`src/hw/rtl/sst_pkg.sv`:
```
package sst_pkg;

	localparam int VALUE_WIDTH     = 32;
	localparam int COUNT_WIDTH     = 16;
	localparam int THR_WIDTH       = VALUE_WIDTH + 2;
	localparam int DIFF_WIDTH      = 34;
	localparam int SUM_WIDTH       = 32;
	localparam int NUM_WIDTH       = 33;
	localparam int DEN_WIDTH       = 34;
	localparam int CFG_WIDTH       = 32;
	localparam int CFG_INDEX_WIDTH = 1;

	// register indexes of the config port
	localparam logic [CFG_INDEX_WIDTH-1:0] CFG_EXTRA_POS = 1'b0;
	localparam logic [CFG_INDEX_WIDTH-1:0] CFG_EXTRA_NEG = 1'b1;

	typedef struct packed {
		logic signed [VALUE_WIDTH-1:0] sample_value;
		logic [COUNT_WIDTH-1:0]        pos_count;
		logic [COUNT_WIDTH-1:0]        neg_count;
		logic                          last_item;
	} sst_item_t;

	typedef struct packed {
		logic signed [THR_WIDTH-1:0] threshold_x2;
		logic [NUM_WIDTH-1:0]        error_numerator;
		logic [DEN_WIDTH-1:0]        error_denominator;
	} sst_result_t;

	typedef struct packed {
		logic [CFG_WIDTH-1:0] extra_pos;
		logic [CFG_WIDTH-1:0] extra_neg;
	} sst_cfg_t;

endpackage

```
`src/hw/rtl/sst_item_if.sv`:
```
interface sst_item_if
	import sst_pkg::*;
();
	logic                          valid;
	logic                          ready;
	logic signed [VALUE_WIDTH-1:0] sample_value;
	logic [COUNT_WIDTH-1:0]        pos_count;
	logic [COUNT_WIDTH-1:0]        neg_count;
	logic                          last_item;

	modport source (output valid, sample_value, pos_count, neg_count, last_item, input ready);
	modport sink (input valid, sample_value, pos_count, neg_count, last_item, output ready);
endinterface

```
`src/hw/rtl/sst_result_if.sv`:
```
interface sst_result_if
	import sst_pkg::*;
();
	logic                        valid;
	logic                        ready;
	logic signed [THR_WIDTH-1:0] threshold_x2;
	logic [NUM_WIDTH-1:0]        error_numerator;
	logic [DEN_WIDTH-1:0]        error_denominator;

	modport source (output valid, threshold_x2, error_numerator, error_denominator,
		input ready);
	modport sink (input valid, threshold_x2, error_numerator, error_denominator,
		output ready);
endinterface

```
`src/hw/rtl/sst_cfg_regs.sv`:
```
module sst_cfg_regs
	import sst_pkg::*;
(
	input  logic                       clk,
	input  logic                       arst_n,
	input  logic                       cfg_write,
	input  logic [CFG_INDEX_WIDTH-1:0] cfg_index,
	input  logic [CFG_WIDTH-1:0]       cfg_data,
	output sst_cfg_t                   cfg
);

	sst_cfg_t cfg_q;

	always_ff @(posedge clk or negedge arst_n) begin
		if (!arst_n) begin
			cfg_q <= '0;
		end else if (cfg_write) begin
			unique case (cfg_index)
				CFG_EXTRA_POS: begin
					cfg_q.extra_pos <= cfg_data;
				end
				CFG_EXTRA_NEG: begin
					cfg_q.extra_neg <= cfg_data;
				end
				default: begin
					cfg_q <= cfg_q;
				end
			endcase
		end
	end

	assign cfg = cfg_q;

endmodule

```
`src/hw/rtl/sst_core.sv`:
```
module sst_core
	import sst_pkg::*;
(
	input  logic        clk,
	input  logic        arst_n,
	input  logic        step,
	input  sst_item_t   item,
	input  sst_cfg_t    cfg,
	output sst_result_t result
);

	logic                          first_q;
	logic signed [VALUE_WIDTH-1:0] prev_q;
	logic [DIFF_WIDTH-1:0]         run_diff_q;
	logic [DIFF_WIDTH-1:0]         best_diff_q;
	logic signed [THR_WIDTH-1:0]   best_thr_q;
	logic [SUM_WIDTH-1:0]          pos_sum_q;
	logic [SUM_WIDTH-1:0]          neg_sum_q;

	logic signed [THR_WIDTH-1:0] v_ext;
	logic signed [THR_WIDTH-1:0] prev_ext;
	logic [DIFF_WIDTH-1:0]       rd;
	logic [DIFF_WIDTH-1:0]       bd;
	logic signed [THR_WIDTH-1:0] bt;
	logic [DIFF_WIDTH-1:0]       rd_n;
	logic [DIFF_WIDTH-1:0]       bd_f;
	logic signed [THR_WIDTH-1:0] bt_f;
	logic [SUM_WIDTH-1:0]        pos_sum_n;
	logic [SUM_WIDTH-1:0]        neg_sum_n;
	logic [DIFF_WIDTH-1:0]       num_full;

	assign v_ext    = {{(THR_WIDTH-VALUE_WIDTH){item.sample_value[VALUE_WIDTH-1]}},
		item.sample_value};
	assign prev_ext = {{(THR_WIDTH-VALUE_WIDTH){prev_q[VALUE_WIDTH-1]}}, prev_q};

	always_comb begin
		rd = run_diff_q;
		bd = best_diff_q;
		bt = best_thr_q;
		// lower edge on the first item, midpoint between distinct neighbors after
		if (first_q) begin
			rd = '0;
			bd = '0;
			bt = (v_ext <<< 1) - THR_WIDTH'(1);
		end else if (item.sample_value != prev_q && $signed(rd) < $signed(bd)) begin
			bd = rd;
			bt = prev_ext + v_ext;
		end
		rd_n      = rd + DIFF_WIDTH'(item.neg_count) - DIFF_WIDTH'(item.pos_count);
		pos_sum_n = pos_sum_q + SUM_WIDTH'(item.pos_count);
		neg_sum_n = neg_sum_q + SUM_WIDTH'(item.neg_count);
		// upper edge, only meaningful on the last beat
		bd_f = bd;
		bt_f = bt;
		if ($signed(rd_n) < $signed(bd)) begin
			bd_f = rd_n;
			bt_f = (v_ext <<< 1) + THR_WIDTH'(1);
		end
		num_full = DIFF_WIDTH'(pos_sum_n) + DIFF_WIDTH'(cfg.extra_neg) + bd_f;
		result.threshold_x2      = bt_f;
		result.error_numerator   = num_full[NUM_WIDTH-1:0];
		result.error_denominator = DEN_WIDTH'(pos_sum_n) + DEN_WIDTH'(neg_sum_n)
			+ DEN_WIDTH'(cfg.extra_pos) + DEN_WIDTH'(cfg.extra_neg);
	end

	always_ff @(posedge clk or negedge arst_n) begin
		if (!arst_n) begin
			first_q     <= 1'b1;
			prev_q      <= '0;
			run_diff_q  <= '0;
			best_diff_q <= '0;
			best_thr_q  <= '0;
			pos_sum_q   <= '0;
			neg_sum_q   <= '0;
		end else if (step) begin
			if (item.last_item) begin
				// rearm for the next stream
				first_q     <= 1'b1;
				prev_q      <= '0;
				run_diff_q  <= '0;
				best_diff_q <= '0;
				best_thr_q  <= '0;
				pos_sum_q   <= '0;
				neg_sum_q   <= '0;
			end else begin
				first_q     <= 1'b0;
				prev_q      <= item.sample_value;
				run_diff_q  <= rd_n;
				best_diff_q <= bd;
				best_thr_q  <= bt;
				pos_sum_q   <= pos_sum_n;
				neg_sum_q   <= neg_sum_n;
			end
		end
	end

endmodule

```
`src/hw/rtl/sorted_stump_threshold_search_top.sv`:
```
// channel  | dir | beat contents                                        | when
// ---------+-----+------------------------------------------------------+---------------------------
// item     | in  | sample_value, pos_count, neg_count, last_item        | one beat per sorted value
// result   | out | threshold_x2, error_numerator, error_denominator     | one beat per last_item
// cfg      | in  | cfg_write, cfg_index, cfg_data (extra_pos/extra_neg) | write only, no handshake
//
// one item per cycle sustained, except while a last item waits for a full result register to drain
// path: item register -> running sums, best split compare and result adders -> result register
// reset clears the stream state, the config registers and both valid flags
// a stalled result only holds back a last item in the item register; earlier beats keep flowing
// config writes are expected only between streams with the block drained
module sorted_stump_threshold_search_top
	import sst_pkg::*;
(
	input  logic                       clk,
	input  logic                       arst_n,
	sst_item_if.sink                   item,
	sst_result_if.source               result,
	input  logic                       cfg_write,
	input  logic [CFG_INDEX_WIDTH-1:0] cfg_index,
	input  logic [CFG_WIDTH-1:0]       cfg_data
);

	sst_cfg_t    cfg;
	sst_item_t   item_s1;
	logic        valid_s1;
	sst_result_t res_next;
	sst_result_t res_q;
	logic        res_valid_q;
	logic        out_free;
	logic        step;
	logic        item_take;

	// result register is free when empty or being drained this cycle
	assign out_free  = !res_valid_q || result.ready;
	// a non-last beat never waits on the output side
	assign step      = valid_s1 && (!item_s1.last_item || out_free);
	assign item.ready = !valid_s1 || step;
	assign item_take = item.valid && item.ready;

	sst_cfg_regs u_cfg (
		.clk       (clk),
		.arst_n    (arst_n),
		.cfg_write (cfg_write),
		.cfg_index (cfg_index),
		.cfg_data  (cfg_data),
		.cfg       (cfg)
	);

	sst_core u_core (
		.clk    (clk),
		.arst_n (arst_n),
		.step   (step),
		.item   (item_s1),
		.cfg    (cfg),
		.result (res_next)
	);

	// input register
	always_ff @(posedge clk or negedge arst_n) begin
		if (!arst_n) begin
			valid_s1 <= 1'b0;
		end else if (item.ready) begin
			valid_s1 <= item.valid;
		end
	end

	always_ff @(posedge clk) begin
		if (item_take) begin
			item_s1.sample_value <= item.sample_value;
			item_s1.pos_count    <= item.pos_count;
			item_s1.neg_count    <= item.neg_count;
			item_s1.last_item    <= item.last_item;
		end
	end

	// result register
	always_ff @(posedge clk or negedge arst_n) begin
		if (!arst_n) begin
			res_valid_q <= 1'b0;
		end else if (step && item_s1.last_item) begin
			res_valid_q <= 1'b1;
		end else if (result.ready) begin
			res_valid_q <= 1'b0;
		end
	end

	always_ff @(posedge clk) begin
		if (step && item_s1.last_item) begin
			res_q <= res_next;
		end
	end

	assign result.valid             = res_valid_q;
	assign result.threshold_x2      = res_q.threshold_x2;
	assign result.error_numerator   = res_q.error_numerator;
	assign result.error_denominator = res_q.error_denominator;

endmodule
```
`src/flat_wrapper.sv`:
```
// flat-port wrapper written by rule: the top's interface ports become plain ports
module sorted_stump_threshold_search_top_flat import sst_pkg::*;
  (clk, arst_n, cfg_write, cfg_index, cfg_data, item_valid, item_sample_value, item_pos_count, item_neg_count, item_last_item, item_ready, result_valid, result_threshold_x2, result_error_numerator, result_error_denominator, result_ready);
  sst_item_if item_i ();
  sst_result_if result_i ();
  input  logic clk;
  input  logic arst_n;
  input  logic cfg_write;
  input  logic [CFG_INDEX_WIDTH-1:0] cfg_index;
  input  logic [CFG_WIDTH-1:0] cfg_data;
  input wire logic [$bits(item_i.valid)-1:0] item_valid;
  input wire logic [$bits(item_i.sample_value)-1:0] item_sample_value;
  input wire logic [$bits(item_i.pos_count)-1:0] item_pos_count;
  input wire logic [$bits(item_i.neg_count)-1:0] item_neg_count;
  input wire logic [$bits(item_i.last_item)-1:0] item_last_item;
  output wire logic [$bits(item_i.ready)-1:0] item_ready;
  output wire logic [$bits(result_i.valid)-1:0] result_valid;
  output wire logic [$bits(result_i.threshold_x2)-1:0] result_threshold_x2;
  output wire logic [$bits(result_i.error_numerator)-1:0] result_error_numerator;
  output wire logic [$bits(result_i.error_denominator)-1:0] result_error_denominator;
  input wire logic [$bits(result_i.ready)-1:0] result_ready;
  assign item_i.valid = item_valid;
  assign item_i.sample_value = item_sample_value;
  assign item_i.pos_count = item_pos_count;
  assign item_i.neg_count = item_neg_count;
  assign item_i.last_item = item_last_item;
  assign item_ready = item_i.ready;
  assign result_valid = result_i.valid;
  assign result_threshold_x2 = result_i.threshold_x2;
  assign result_error_numerator = result_i.error_numerator;
  assign result_error_denominator = result_i.error_denominator;
  assign result_i.ready = result_ready;
  sorted_stump_threshold_search_top u_core (.clk(clk), .arst_n(arst_n), .item(item_i), .result(result_i), .cfg_write(cfg_write), .cfg_index(cfg_index), .cfg_data(cfg_data));
endmodule
```
`config.mk`:
```
export PLATFORM = sky130hd
export DESIGN_NAME = sorted_stump_threshold_search_top_flat
export DESIGN_NICKNAME = d
export VERILOG_FILES = /design/src/hw/rtl/sst_pkg.sv /design/src/hw/rtl/sst_item_if.sv /design/src/hw/rtl/sst_result_if.sv /design/src/hw/rtl/sst_cfg_regs.sv /design/src/hw/rtl/sst_core.sv /design/src/hw/rtl/sorted_stump_threshold_search_top.sv /design/src/flat_wrapper.sv
export SDC_FILE = /design/constraint.sdc
export NUM_CORES = 1
export LEC_CHECK = 0
export ABC_AREA = 0
export BUFFER_PORTS_ARGS = -buffer_cell sky130_fd_sc_hd__clkbuf_2
export CORE_AREA = 2 2 225 227
export CTS_CLUSTER_DIAMETER = 100
export DETAILED_ROUTE_END_ITERATION = 16
export DIE_AREA = 0 0 227 229
export PLACE_DENSITY = 0.92
export SKIP_LAST_GASP = 1
export SYNTH_ARGS = -nofsm -noshare
export SYNTH_HDL_FRONTEND = slang
export SYNTH_SLANG_ARGS = --single-unit
export TNS_END_PERCENT = 100
```
`constraint.sdc`:
```
create_clock -name clk -period 12.1 [get_ports clk]
set_input_delay 1.21 -clock clk [delete_from_list [all_inputs] [get_ports clk]]
set_output_delay 1.21 -clock clk [all_outputs]
set_load 0.05 [all_outputs]
```
==> results_dict.tcl, run 1 <==
set metrics [dict create \
    vias_per_cell 6.410 \
    antenna_found_initial 2 \
    synth_seq_area_share_pct 38.13 \
    async_flop_share_pct 61.48 \
    yosys_warnings 0 \
    synthAdderAreaFrac_pct 17.03 \
    syn-num-nets 3539 \
    rows 82 \
    drtPass1Iterations 6 \
    initial_core_util_pct 61.35 \
    layout-area-overhead-vs-synth_pct 11.03 \
    fin_crit_sh_pct 90.75 \
    fin_tns_setup_ns 0 \
    hold_class "flip-flop to flip-flop" \
    worst-path-max-fanout 31 \
    slew_violations 0 \
    status "finished clean" \
    htreeDepth 2 \
    hold_violations 0 \
    drc 0 \
    post_cts_resize_count 0 \
    tightest_slew_ns 1.158 \
    cts_tree "yes" \
    synthSimpleGateAreaFrac_pct 12.18 \
    io_pins 206 \
    insertion_delay_ns 0.61 \
    synthDistinctLibCells 84 \
    ctsHoldBuffers 0 \
    slew-limit-headroom_pct 22.79 \
    grt_max_degree 83 \
    path_class "flip-flop to flip-flop" \
    root_buffer "clkbuf_16" \
    detail-route-antenna-nets 0 \
    fmax_mhz 91.07 \
    crit_path_end_kind "flip-flop" \
    cts.sinks 431 \
    postRouteWirelength_mm 85.61 \
    clock_skew_ns 0.02930 \
    cts.clk_slew.worst_paths_ns 0.06 \
    grt_pass1_vias 25475 \
    cp_data_required_time_ns 12.51 \
    synth-xor-area-share_pct 5.491 \
    min_period_ns 10.98 \
    critical_path.startpoint_type "flip-flop" \
    max_cap_violations 0 \
    netlist_area_mm2 0.03046 \
    grt_usage_pct 33.06 \
    cts_buffer_depth 3 \
    slowest_delay_ns 0.84 \
    drive_gt1_share_pct 13.13 \
    synth-compound-area-share_pct 17.05 \
    io_buffers 205 \
    via_count 25398 \
    die_h_um 229 \
    setup_viol 0 \
    grt_overflow 0 \
    die-area_mm2 0.05198 \
    syn_inst 3091 \
    cpMaxStageDelayCell "dfstp_4" \
    ys_ff_latch 431 \
    synth_edf_count 166 \
    crit_top_cell "a21oi_1" \
    synth_ff_type "dfrtp_1" \
    arrival_ns 11.39 \
    synth.avg_cell_area_um2 9.856 \
    dieWidth_um 227 \
    core-area_mm2 0.04966 \
    diodes 0 \
    grt_pass1_wl_mm 135.9 \
    routabilityCongestion 0.9689 \
    synth_mux_area_share_pct 4.567 \
    rsz0062_at_grt "no" \
    post-cts-setup-buffers 0 \
    nets 3697 \
    routedWlPerCell_um 21.61 \
    synth_top_family_by_area "compound AO/OA/AOI/OAI gates" \
    cts_buffers 49 \
    place_hpwl_mm 59.20 \
    drt_iter0_markers 3183 \
]
-- final timing paths --
kind	from	to	slack, ns	cells after the start
setup / recovery	u_core.u_core.first_q	u_core.result.error_numerator[31]	1.12	39
hold / removal	u_core.u_core.prev_q[10]	u_core.u_core.prev_q[10]	0.48	2
setup reg to reg	u_core.u_core.first_q	u_core.result.error_numerator[31]	1.12	39
hold reg to reg	u_core.u_core.prev_q[10]	u_core.u_core.prev_q[10]	0.48	2
max in group asynchronous	arst_n	u_core.u_core.pos_sum_q[27]	9.41	3
min in group asynchronous	arst_n	u_core.u_core.prev_q[24]	0.60	1
-- synthesized netlist by cell type, types with 80 or more instances --
cell,n,area (µm²)
ha_1,229,2865
a21o_1,97,728.2
xnor2_1,131,1147
dfrtp_1,264,6606
o21ai_0,138,690.7
edfxtp_1,166,4985
inv_1,308,1156
nand2_1,301,1130
fa_1,116,2322
clkbuf_1,82,307.8
a21oi_1,185,925.9
nor2_1,165,619.3
mux2_2,80,900.9
-- routing by layer --
metal / wire length [µm] / share of wire (%) / GRT usage, % / vias up
li1: - / - / - / 11320
met5: 21 / 0.025 / 0 / -
met3: 8454 / 9.9 / 5.555 / 297
met2: 40930 / 48 / 54.07 / 1605
met4: 3742 / 4.4 / 14.79 / 4
met1: 32470 / 38 / 43.27 / 12172
-- flip-flops by register name, summed over array words and instances, names as in the netlist, 32 cells and up --
signal                           count
u_core.item_s1                      65
u_core.result.error_denominator     34
u_core.result.error_numerator       33
u_core.result.threshold_x2          34
u_core.u_cfg.cfg                    64
u_core.u_core.best_diff_q           34
u_core.u_core.best_thr_q            34
u_core.u_core.neg_sum_q             32
u_core.u_core.pos_sum_q             32
u_core.u_core.prev_q                32
u_core.u_core.run_diff_q            34
-- cells by family (layout without fill, tap and decap cells) --
logic type | after synthesis | in the layout
flip-flops | 431 | 431
multiplexers | 128 | 128
adder cells (fa/ha/maj) | 345 | 345
XOR/XNOR | 191 | 191
AND/OR/NAND/NOR | 788 | 788
AO/OA/AOI/OAI | 779 | 779
buffers and inverters | 429 | 628
-- stage by stage --
stage	instances	area [µm²]	utilization [%]	setup slack (ns)	hold WS, ns
finish	3962	33820	68.12	1.119	0.4757
floorplan	3091	30460	-	2.922	0.4453
CTS	3962	33820	68.12	1.477	0.4776
global route	3962	33820	68.12	0.5011	0.5025
detailed placement	3870	32060	64.55	1.714	0.4635
global placement	3870	32060	64.55	2.108	0.4561
-- layout by cell type, fill, tap and decap left out, types with 9 or more instances in the layout --
cell       instances
o21ai_0          138
nand4_1           28
dfrtp_1          264
edfxtp_1         166
nor2_1           164
a22o_1            65
mux2_2            80
a21oi_1          184
or3_1             19
clkbuf_16         49
nor2b_1           14
a211oi_1          21
nor3_1            57
o22ai_1           37
nand3_1           68
o21a_1            22
xnor2_1          131
fa_1             116
nand2_1          299
a31o_2             9
a21o_1            97
and3_1            30
xor2_1            60
inv_1            306
o31ai_1           42
a31oi_1           33
o211ai_1          17
nand2b_1          20
clkbuf_2         204
bufinv_16         10
buf_4             23
and2_1            18
nor4_1            21
ha_1             229
mux2i_1           46
o21bai_1          28
-- critical path, delay by kind of cell (launching register included) --
kind,cells,cell delay [ns]
and+or+nand+nor,8,1.84
DFF,1,0.84
buffers and inverters,4,0.49
adders and majority gates,6,2.11
AOI/OAI and AO/OA,21,5.47
-- final cells by class --
class	instances	area, µm²
Multi-Input combinational cell	2231	17230
Fill cell	3494	15830
Clock inverter	30	444.2
Sequential cell	431	11620
Tap cell	672	840.8
Inverter	308	1159
Clock buffer	62	1325
Timing Repair Buffer	228	1209
Power of run 1 is left out: the tool's default activity adds up to more than one toggle a clock period on the data nets, which glitch-free logic cannot reach.
==> inputs of run 2 (changes only) <==
CAP_MARGIN = 20   (was default)
RECOVER_POWER = 50   (was default)
==> results_dict.tcl, run 2 (synthesis results as in run 1) <==
set metrics [dict create \
    status "finished with violations" \
    violations "max-capacitance violations, max-slew violations" \
    path_class "flip-flop to flip-flop" \
    grt_pass1_wl_mm 135.9 \
    cts_buffers 49 \
    fin_area_mm2 0.03366 \
    drc 0 \
    dieWidth_um 227 \
    core-area_mm2 0.04966 \
    drive_gt1_share_pct 9.693 \
    via_count 25435 \
    antenna_found_initial 2 \
    fin_tns_setup_ns 0 \
    cp_data_required_time_ns 12.51 \
    final_cell_mix "inv_1, nand2_1, dfrtp_1, ha_1, a21oi_1" \
    routedWlPerCell_um 21.69 \
    cts_tree "yes" \
    largest_reg_flops 65 \
    vias_per_cell 6.418 \
    root_buffer "clkbuf_16" \
    detail-route-antenna-nets 0 \
    slew-limit-headroom_pct -217.4 \
    grt_pass1_vias 25475 \
    dpl_cell_area_mm2 0.03206 \
    nFillCells 3559 \
    rows 82 \
    rsz0062_at_grt "no" \
    grt_max_degree 83 \
    post-cts-setup-buffers 0 \
    cpMaxStageDelayCell "dfstp_4" \
    drtPass1Iterations 6 \
    fin_util_pct 67.79 \
    min_period_ns 11.04 \
    tightest_slew_ns 4.762 \
    die-area_mm2 0.05198 \
    max_cap_violations 7 \
    slew_violations 365 \
    drt_iter0_markers 3214 \
    post_cts_resize_count 0 \
    clock_skew_ns 0.02984 \
    hold-worst-slack_ns 0.4777 \
    postRouteWirelength_mm 85.95 \
    cts_buffer_depth 3 \
    insertion_delay_ns 0.62 \
    hold_class "flip-flop to flip-flop" \
    io_buffers 205 \
    grt_overflow 0 \
    die_h_um 229 \
    setup_viol 0 \
    worst-path-max-fanout 31 \
    arrival_ns 11.45 \
    hold_violations 0 \
    layout-area-overhead-vs-synth_pct 10.50 \
    ctsHoldBuffers 0 \
    fmax_mhz 90.56 \
    place_hpwl_mm 59.20 \
    critical_path.startpoint_type "flip-flop" \
    nets 3698 \
    top_register "u_core.item_s1" \
    grt_usage_pct 33.06 \
    diodes 0 \
    cts.sinks 431 \
    layout_commonest_cell "inv_1" \
    crit_top_cell "a21oi_1" \
    fin_crit_sh_pct 91.26 \
    initial_core_util_pct 61.35 \
    crit_path_end_kind "flip-flop" \
    io_pins 206 \
    routabilityCongestion 0.9689 \
    slowest_delay_ns 0.84 \
    htreeDepth 2 \
    cts.clk_slew.worst_paths_ns 0.06 \
]
run 2: area by class of cell:
type / count / area, µm² / share of cell area, %
inverters: 308 / 1159 / 3.442
clock buffers: 62 / 1325 / 3.936
flip-flops and latches: 431 / 11620 / 34.52
repair buffers: 229 / 1057 / 3.141
multi-input cells: 2231 / 17220 / 51.14
well taps: 672 / 840.8 / 2.498
clock inverters: 30 / 444.2 / 1.319
run 2: worst max-delay path, delay by kind of cell (launching register included):
kind	cells	cell delay, ns
AOI/OAI and AO/OA	21	5.53
adders and majority gates	6	2.11
and+or+nand+nor	8	1.84
buffers and inverters	4	0.49
DFF	1	0.84
run 2: through the flow:
step | instances | setup WS (ns)
4_1_cts | 3962 | 1.477
2_1_floorplan | 3091 | 2.922
3_3_place_gp | 3870 | 2.108
3_5_place_dp | 3870 | 1.714
6_report | 3963 | 1.057
5_1_grt | 3963 | 0.5011
run 2: worst paths after layout:
kind | start | endpoint | slack (ns) | cells past startpoint
worst max-delay path | u_core.u_core.first_q | u_core.result.error_numerator[31] | 1.06 | 39
worst min-delay path | u_core.u_core.prev_q[4] | u_core.u_core.prev_q[4] | 0.48 | 2
worst max register to register | u_core.u_core.first_q | u_core.result.error_numerator[31] | 1.06 | 39
worst min register to register | u_core.u_core.prev_q[4] | u_core.u_core.prev_q[4] | 0.48 | 2
max in group asynchronous | arst_n | u_core.u_core.pos_sum_q[27] | 4.39 | 3
min in group asynchronous | arst_n | u_core.u_core.prev_q[24] | 2.32 | 1
run 2: metal layers:
| metal | up-vias | GRT usage (%) | routed length [µm] | part of all wire (%) |
|---|---|---|---|---|
| met3 | 307 | 5.555 | 8440 | 9.8 |
| li1 | 11336 | - | - | - |
| met2 | 1564 | 54.07 | 40970 | 48 |
| met1 | 12224 | 43.27 | 32660 | 38 |
| met5 | - | 0 | 21 | 0.024 |
| met4 | 4 | 14.79 | 3855 | 4.5 |
Power of run 2 is left out for the same reason.
